--- src/design/lcd_seq_pkg.sv ---
// shared types, timing constants and helpers for the lcd mode/line sequencer
// no dependencies; used by every module of the block by scoped names
`default_nettype none

package lcd_seq_pkg;

  // mode lengths in cpu cycles
  localparam logic [12:0] OAM_LEN    = 13'd80;
  localparam logic [12:0] XFER_LEN   = 13'd291;
  localparam logic [12:0] HBLANK_LEN = 13'd85;
  localparam logic [12:0] VBLANK_LEN = 13'd4560;

  localparam logic [7:0] VISIBLE_LINES = 8'd144;
  localparam logic [8:0] LINE_COUNT    = 9'd154;

  // line = (fc / 456) mod 154, with 456 = 8 * 57 and / 57 as a reciprocal multiply
  localparam int unsigned LINE_PRESHIFT  = 3;
  localparam logic [14:0] LINE_RECIP     = 15'd18397;
  localparam int unsigned LINE_RECIP_SHR = 20;

  // output mode codes
  localparam logic [1:0] MODE_CODE_HBLANK = 2'd0;
  localparam logic [1:0] MODE_CODE_VBLANK = 2'd1;
  localparam logic [1:0] MODE_CODE_OAM    = 2'd2;
  localparam logic [1:0] MODE_CODE_XFER   = 2'd3;

  // configuration register indexes
  localparam logic [2:0] CFG_COMPARE_LINE = 3'd0;
  localparam logic [2:0] CFG_LYC_EN       = 3'd1;
  localparam logic [2:0] CFG_OAM_EN       = 3'd2;
  localparam logic [2:0] CFG_VBLANK_EN    = 3'd3;
  localparam logic [2:0] CFG_HBLANK_EN    = 3'd4;

  typedef enum logic [3:0] {
    ST_HBLANK = 4'b0001,
    ST_VBLANK = 4'b0010,
    ST_OAM    = 4'b0100,
    ST_XFER   = 4'b1000
  } lcd_state_e;

  typedef struct packed {
    logic oam;
    logic vblank;
    logic hblank;
  } mode_irq_en_t;

  typedef struct packed {
    logic        adv;
    lcd_state_e  state;
    logic [12:0] mc;
    logic        stat_req;
    logic        vbl;
    logic        restart;
  } step_res_t;

  function automatic logic [1:0] mode_code(lcd_state_e st);
    logic [1:0] code;
    case (st)
      ST_HBLANK: code = MODE_CODE_HBLANK;
      ST_VBLANK: code = MODE_CODE_VBLANK;
      ST_OAM:    code = MODE_CODE_OAM;
      ST_XFER:   code = MODE_CODE_XFER;
      default:   code = MODE_CODE_OAM;
    endcase
    return code;
  endfunction

endpackage

`default_nettype wire

--- src/design/lcd_mode_line_sequencer_top.sv ---
// top level of the lcd mode/line sequencer: state, config registers, output register
// depends on lcd_seq_pkg, lcd_seq_line and lcd_seq_step
//
//   channel  direction  handshake                 payload
//   in       input      in_valid_i / in_ready_o   cycles_i
//   out      output     out_valid_o / out_ready_i lcd_mode_o current_line_o coincidence_o
//                                                 stat_irq_o vblank_irq_o frame_done_o
//   cfg      input      cfg_valid_i / cfg_ready_o cfg_index_i cfg_data_i
//
// one item per cycle: a tick is fully evaluated in the cycle it is accepted and its
// result lands in the output register on the same edge
// the rate is set by the state update loop (two sequenced mode passes,
// one line-number multiply)
// in_ready_o drops only while the output register holds an item that is not taken
// reset puts the sequencer in oam scan with zero counts and clears all config
// cfg writes are always taken
`default_nettype none

module lcd_mode_line_sequencer_top (
  input  wire logic       clk_i,
  input  wire logic       rst_ni,
  input  wire logic       in_valid_i,
  output logic            in_ready_o,
  input  wire logic [6:0] cycles_i,
  output logic            out_valid_o,
  input  wire logic       out_ready_i,
  output logic [1:0]      lcd_mode_o,
  output logic [7:0]      current_line_o,
  output logic            coincidence_o,
  output logic            stat_irq_o,
  output logic            vblank_irq_o,
  output logic            frame_done_o,
  input  wire logic       cfg_valid_i,
  output logic            cfg_ready_o,
  input  wire logic [2:0] cfg_index_i,
  input  wire logic [7:0] cfg_data_i
);

  lcd_seq_pkg::lcd_state_e state_q, state_d;
  logic [12:0] mc_q, mc_d;
  logic [16:0] fc_q, fc_d;

  logic [7:0] compare_line_q;
  logic       lyc_en_q;
  lcd_seq_pkg::mode_irq_en_t irq_en_q;

  logic       out_valid_q;
  logic [1:0] mode_q;
  logic [7:0] line_q, line_d;
  logic       coin_q, coin_d;
  logic       stat_q, stat_d;
  logic       vbl_q, vbl_d;

  logic        in_acc;
  logic [12:0] mc0;
  logic [16:0] fc0;
  logic [7:0]  line0, line1, line2;
  logic        match0, match1, match2;
  logic        adv1;
  lcd_seq_pkg::step_res_t res0, res1;

  assign in_ready_o  = !out_valid_q || out_ready_i;
  assign in_acc      = in_valid_i && in_ready_o;
  assign cfg_ready_o = 1'b1;

  assign mc0 = mc_q + {6'b0, cycles_i};
  assign fc0 = fc_q + {10'b0, cycles_i};

  lcd_seq_line u_line (
    .frame_cycles_i (fc0),
    .line_o         (line0)
  );

  lcd_seq_step u_step0 (
    .state_i (state_q),
    .mc_i    (mc0),
    .line_i  (line0),
    .en_i    (irq_en_q),
    .res_o   (res0)
  );

  // after a frame restart the count is a small remainder, so the line is zero
  assign line1 = res0.restart ? 8'd0 : line0;

  lcd_seq_step u_step1 (
    .state_i (res0.state),
    .mc_i    (res0.mc),
    .line_i  (line1),
    .en_i    (irq_en_q),
    .res_o   (res1)
  );

  assign adv1  = res0.adv && res1.adv;
  assign line2 = res1.restart ? 8'd0 : line1;

  assign match0 = lyc_en_q && (line0 == compare_line_q);
  assign match1 = lyc_en_q && (line1 == compare_line_q);
  assign match2 = lyc_en_q && (line2 == compare_line_q);

  always_comb begin
    if (adv1) begin
      state_d = res1.state;
      mc_d    = res1.mc;
      line_d  = line2;
      coin_d  = match2;
    end else if (res0.adv) begin
      state_d = res0.state;
      mc_d    = res0.mc;
      line_d  = line1;
      coin_d  = match1;
    end else begin
      state_d = state_q;
      mc_d    = mc0;
      line_d  = line0;
      coin_d  = match0;
    end

    if (adv1 && res1.restart) begin
      fc_d = {4'b0, res1.mc};
    end else if (res0.restart) begin
      fc_d = {4'b0, res0.mc};
    end else begin
      fc_d = fc0;
    end

    // line match counts in every pass, mode entries only when taken
    stat_d = match0 || res0.stat_req || (res0.adv && match1)
             || (adv1 && (res1.stat_req || match2));
    vbl_d  = res0.vbl || (adv1 && res1.vbl);
  end

  always_ff @(posedge clk_i or negedge rst_ni) begin
    if (!rst_ni) begin
      state_q <= lcd_seq_pkg::ST_OAM;
      mc_q    <= '0;
      fc_q    <= '0;
    end else if (in_acc) begin
      state_q <= state_d;
      mc_q    <= mc_d;
      fc_q    <= fc_d;
    end
  end

  always_ff @(posedge clk_i or negedge rst_ni) begin
    if (!rst_ni) begin
      compare_line_q <= '0;
      lyc_en_q       <= 1'b0;
      irq_en_q       <= '0;
    end else if (cfg_valid_i && cfg_ready_o) begin
      case (cfg_index_i)
        lcd_seq_pkg::CFG_COMPARE_LINE: compare_line_q  <= cfg_data_i;
        lcd_seq_pkg::CFG_LYC_EN:       lyc_en_q        <= cfg_data_i[0];
        lcd_seq_pkg::CFG_OAM_EN:       irq_en_q.oam    <= cfg_data_i[0];
        lcd_seq_pkg::CFG_VBLANK_EN:    irq_en_q.vblank <= cfg_data_i[0];
        lcd_seq_pkg::CFG_HBLANK_EN:    irq_en_q.hblank <= cfg_data_i[0];
        default: begin
          compare_line_q <= compare_line_q;
        end
      endcase
    end
  end

  always_ff @(posedge clk_i or negedge rst_ni) begin
    if (!rst_ni) begin
      out_valid_q <= 1'b0;
    end else if (in_acc) begin
      out_valid_q <= 1'b1;
    end else if (out_ready_i) begin
      out_valid_q <= 1'b0;
    end
  end

  always_ff @(posedge clk_i) begin
    if (in_acc) begin
      mode_q <= lcd_seq_pkg::mode_code(state_d);
      line_q <= line_d;
      coin_q <= coin_d;
      stat_q <= stat_d;
      vbl_q  <= vbl_d;
    end
  end

  assign out_valid_o    = out_valid_q;
  assign lcd_mode_o     = mode_q;
  assign current_line_o = line_q;
  assign coincidence_o  = coin_q;
  assign stat_irq_o     = stat_q;
  assign vblank_irq_o   = vbl_q;
  assign frame_done_o   = vbl_q;

  // remainder stays below the length of the current mode, so two passes suffice
  a_mc_bound: assert property (@(posedge clk_i) disable iff (!rst_ni)
    ((state_q != lcd_seq_pkg::ST_OAM)    || (mc_q < lcd_seq_pkg::OAM_LEN)) &&
    ((state_q != lcd_seq_pkg::ST_XFER)   || (mc_q < lcd_seq_pkg::XFER_LEN)) &&
    ((state_q != lcd_seq_pkg::ST_HBLANK) || (mc_q < lcd_seq_pkg::HBLANK_LEN)) &&
    ((state_q != lcd_seq_pkg::ST_VBLANK) || (mc_q < lcd_seq_pkg::VBLANK_LEN)))
    else $error("mode remainder out of range");

  a_no_third_pass: assert property (@(posedge clk_i) disable iff (!rst_ni)
    in_acc && adv1 |-> (res1.state == lcd_seq_pkg::ST_XFER)
                       || (res1.state == lcd_seq_pkg::ST_OAM)
                       || (res1.state == lcd_seq_pkg::ST_VBLANK))
    else $error("unexpected second mode change");

  a_vbl_mode: assert property (@(posedge clk_i) disable iff (!rst_ni)
    in_acc && vbl_d |=> lcd_mode_o == lcd_seq_pkg::MODE_CODE_VBLANK)
    else $error("vblank request without vblank mode");

  a_accept_result: assert property (@(posedge clk_i) disable iff (!rst_ni)
    in_acc |=> out_valid_o)
    else $error("accepted tick produced no result");

endmodule

`default_nettype wire

--- src/design/lcd_seq_line.sv ---
// line number from the frame cycle count: (fc / 456) mod 154
// depends on lcd_seq_pkg for the reciprocal constants
`default_nettype none

module lcd_seq_line (
  input  wire logic [16:0] frame_cycles_i,
  output logic      [7:0]  line_o
);

  logic [13:0] pre;
  logic [28:0] prod;
  logic [8:0]  quot;

  assign pre  = frame_cycles_i[16:lcd_seq_pkg::LINE_PRESHIFT];
  // exact floor(pre / 57) over the whole 14-bit range
  assign prod = 29'(pre) * 29'(lcd_seq_pkg::LINE_RECIP);
  assign quot = prod[28:lcd_seq_pkg::LINE_RECIP_SHR];

  // quotient stays below 2 * 154, so one subtract does the modulo
  always_comb begin
    if (quot >= lcd_seq_pkg::LINE_COUNT) begin
      line_o = 8'(quot - lcd_seq_pkg::LINE_COUNT);
    end else begin
      line_o = quot[7:0];
    end
  end

endmodule

`default_nettype wire

--- src/design/lcd_seq_step.sv ---
// one evaluation pass of the mode sequence: at most one mode change
// depends on lcd_seq_pkg for states, lengths and the result struct
`default_nettype none

module lcd_seq_step (
  input  wire lcd_seq_pkg::lcd_state_e   state_i,
  input  wire logic [12:0]               mc_i,
  input  wire logic [7:0]                line_i,
  input  wire lcd_seq_pkg::mode_irq_en_t en_i,
  output lcd_seq_pkg::step_res_t         res_o
);

  always_comb begin
    res_o          = '0;
    res_o.state    = state_i;
    res_o.mc       = mc_i;
    case (state_i)
      lcd_seq_pkg::ST_OAM: begin
        if (mc_i >= lcd_seq_pkg::OAM_LEN) begin
          res_o.adv   = 1'b1;
          res_o.mc    = mc_i - lcd_seq_pkg::OAM_LEN;
          res_o.state = lcd_seq_pkg::ST_XFER;
        end
      end
      lcd_seq_pkg::ST_XFER: begin
        if (mc_i >= lcd_seq_pkg::XFER_LEN) begin
          res_o.adv      = 1'b1;
          res_o.mc       = mc_i - lcd_seq_pkg::XFER_LEN;
          res_o.state    = lcd_seq_pkg::ST_HBLANK;
          res_o.stat_req = en_i.hblank;
        end
      end
      lcd_seq_pkg::ST_HBLANK: begin
        if (mc_i >= lcd_seq_pkg::HBLANK_LEN) begin
          res_o.adv = 1'b1;
          res_o.mc  = mc_i - lcd_seq_pkg::HBLANK_LEN;
          if (line_i < lcd_seq_pkg::VISIBLE_LINES) begin
            res_o.state    = lcd_seq_pkg::ST_OAM;
            res_o.stat_req = en_i.oam;
          end else begin
            res_o.state    = lcd_seq_pkg::ST_VBLANK;
            res_o.vbl      = 1'b1;
            res_o.stat_req = en_i.vblank;
          end
        end
      end
      lcd_seq_pkg::ST_VBLANK: begin
        if (mc_i >= lcd_seq_pkg::VBLANK_LEN) begin
          res_o.adv      = 1'b1;
          res_o.mc       = mc_i - lcd_seq_pkg::VBLANK_LEN;
          res_o.state    = lcd_seq_pkg::ST_OAM;
          res_o.stat_req = en_i.oam;
          // new frame count starts from the leftover remainder
          res_o.restart  = 1'b1;
        end
      end
      default: begin
        res_o.adv = 1'b0;
      end
    endcase
  end

endmodule

`default_nettype wire

--- config.mk ---
export PLATFORM = sky130hd
export DESIGN_NAME = lcd_mode_line_sequencer_top
export DESIGN_NICKNAME = d
export VERILOG_FILES = /design/src/design/lcd_seq_pkg.sv /design/src/design/lcd_mode_line_sequencer_top.sv /design/src/design/lcd_seq_line.sv /design/src/design/lcd_seq_step.sv
export SDC_FILE = /design/constraint.sdc
export NUM_CORES = 1
export LEC_CHECK = 0
export BUFFER_PORTS_ARGS = -buffer_cell sky130_fd_sc_hd__buf_2
export CORE_AREA = 8 8 126 216
export DETAILED_ROUTE_END_ITERATION = 10
export DIE_AREA = 0 0 134 224
export MAX_ROUTING_LAYER = met4
export PLACE_DENSITY = 0.64
export REMOVE_ABC_BUFFERS = 1
export SETUP_SLACK_MARGIN = 0.05
export SLEW_MARGIN = 20
export SYNTH_ARGS = -nofsm -noshare
export SYNTH_HDL_FRONTEND = slang
export SYNTH_HIERARCHICAL = 1
export SYNTH_SLANG_ARGS = --single-unit
--- constraint.sdc ---
create_clock -name clk_i -period 30 [get_ports clk_i]
set_input_delay 1.5 -clock clk_i [delete_from_list [all_inputs] [get_ports clk_i]]
set_output_delay 1.5 -clock clk_i [all_outputs]
set_load 0.1 [all_outputs]
==> reports/metrics.yaml <==
outcome: "complete, no violations"
synth_area_per_cell_um2: 8.35
grt_max_degree: 51
die_h_um: 224
instances_no_fill: 1751
cts_tree: "built"
cts.repair.resized: 0
drv_slew: 0
ioPinCount: 40
design_area_mm2: 0.0126
fin_tns_setup_ns: 0
setup_viol: 0
hold_buffers: 0
place_congestion: 0.978
slowest_stage: "nand2_1"
grt_pass1_wl_um: 61400
wl_met1_um: 13300
reg2reg_depth: 39
drt-initial-drc-count: 750
firstDrtPassIters: 5
timing.rr.start: "fc_q[5]$_DFFE_PN0P_"
top_layer: "met4"
rows: 76
final_nets: 1666
ctsRootBufferMaster: "clkbuf_16"
crit_end: "fc_q[7]$_DFFE_PN0P_"
cpMostUsedCell: "fa_1"
clock_skew_ns: 0.0117
final-hold-violation-count: 0
syn_to_final_growth_pct: 6.16
first_global_vias: 11505
drive_gt1_frac: 0.118
cts_buffers: 9
grt_usage: 0.268
syn-cell-area_mm2: 0.0119
timing.rr.end: "fc_q[7]$_DFFE_PN0P_"
maxCapViolations: 0
slew-limit-headroom: 0.268
critPathLaunchType: "input pin"
hp-class: "reg2reg"
clock_tree.buffer_depth: 2
io_buffers: 38
critPathKind: "in2reg"
r2r_slack_ns: 16.00
critical_path_required_ns: 30.20
overflow: 0
hpwlAfterDp_um: 32100
cts_setup_buffers: 0
insertion_delay_ns: 0.35
synthCells: 1426
cts_num_sinks: 60
wl_per_cell_um: 22.6
wirelength_um: 39600
cp_max_fo: 25
ant_nets: 0
die_area_mm2: 0.0300
finalCritPeriodShare: 0.497
startpoint: "cycles_i[5]"
rsz0062_at_grt: "false"
tightest_slew_ns: 1.10
h-tree-depth: 3
cp_slowest_stage_delay_ns: 0.86
drc_errors: 0
wl_met2_um: 21500
end_kind: "flop"
wl_met3_um: 1340
clk_pin_slew_ns: 0.06
place_inst: 1734
worstPathArrival_ns: 15.09
vias_per_cell: 6.40
antenna_found_initial: 1
post_dp_cell_area_mm2: 0.0123
timing.fmax_mhz: 67.1
yosysWarnings: 6
vias: 11209
core_area_mm2: 0.0242
fp.dieW_um: 134
initial_core_util: 0.491
layout_min_cycle_time_ns: 14.90
hold_slack_ns: 0.483
==> worst min path at each step <==
stage	cells after the start	slack, ns	start	endpoint
floorplan	2	0.45	mc_q[3]$_DFFE_PN0P_	mc_q[3]$_DFFE_PN0P_
global placement	2	0.46	mc_q[4]$_DFFE_PN0P_	mc_q[4]$_DFFE_PN0P_
detailed placement	2	0.47	mc_q[4]$_DFFE_PN0P_	mc_q[4]$_DFFE_PN0P_
CTS	2	0.49	mc_q[4]$_DFFE_PN0P_	mc_q[4]$_DFFE_PN0P_
global route	2	0.50	mc_q[4]$_DFFE_PN0P_	mc_q[4]$_DFFE_PN0P_
finish	2	0.48	mc_q[4]$_DFFE_PN0P_	mc_q[4]$_DFFE_PN0P_
==> state kept, by name, indices dropped and copies added, names as in the netlist <==
signal          cells
lyc_en_q            1
fc_q               17
compare_line_q      8
irq_en_q            3
lcd_mode_o          2
coincidence_o       1
mc_q               13
state_q             4
out_valid_o         1
stat_irq_o          1
current_line_o      8
frame_done_o        1
==> layout make-up <==
class	instances	area [um^2]
fill	2367	11600
clock inverter	7	97.6
clock buffer	9	225
inverter	160	601
timing repair buffer	64	385
sequential	60	1570
tap	312	390
antenna	1	2.50
multi-input combinational	1138	9380
==> critical path: cells and delay by family <==
kind	cells	cell delay, ns
fa+ha+maj	9	4.06
simple gates	9	4.03
compound gates	13	3.83
xor+xnor	2	0.93
buf+inv	6	0.59
mux	1	0.15
==> per-stage QoR <==
stage / utilization / setup slack, ns
5_1_grt: 0.521 / 14.16
4_1_cts: 0.521 / 15.31
3_3_place_gp: 0.508 / 15.14
3_5_place_dp: 0.508 / 14.95
6_report: 0.521 / 15.10
2_1_floorplan: - / 17.31
==> per-layer routing <==
metal / vias to the layer above / GRT usage
li1: 5185 / -
met1: 5444 / 0.245
met2: 411 / 0.502
met3: 169 / 0.0195
met4: 0 / 0.214
met5: - / -
==> layout by cell type, fill, tap and decap left out, types with 12 or more instances in the layout <==
cell,count
inv_1,157
ha_1,133
nand2_1,112
nor2_1,83
a21oi_1,83
fa_1,77
o21ai_0,76
dfrtp_1,46
nand3_1,45
buf_2,38
xnor2_1,36
nor3_1,33
buf_4,26
mux2i_1,23
nand2b_1,20
mux2_2,18
a211oi_1,17
nor2b_1,17
nand4_1,15
and2_1,15
o21ai_1,15
xor2_1,14
a21o_1,14
o22ai_1,13
a31oi_1,13
edfxtp_1,13
o21a_1,12
Power is left out: the tool's default activity adds up to more than one toggle a clock period on the data nets, which glitch-free logic cannot reach.
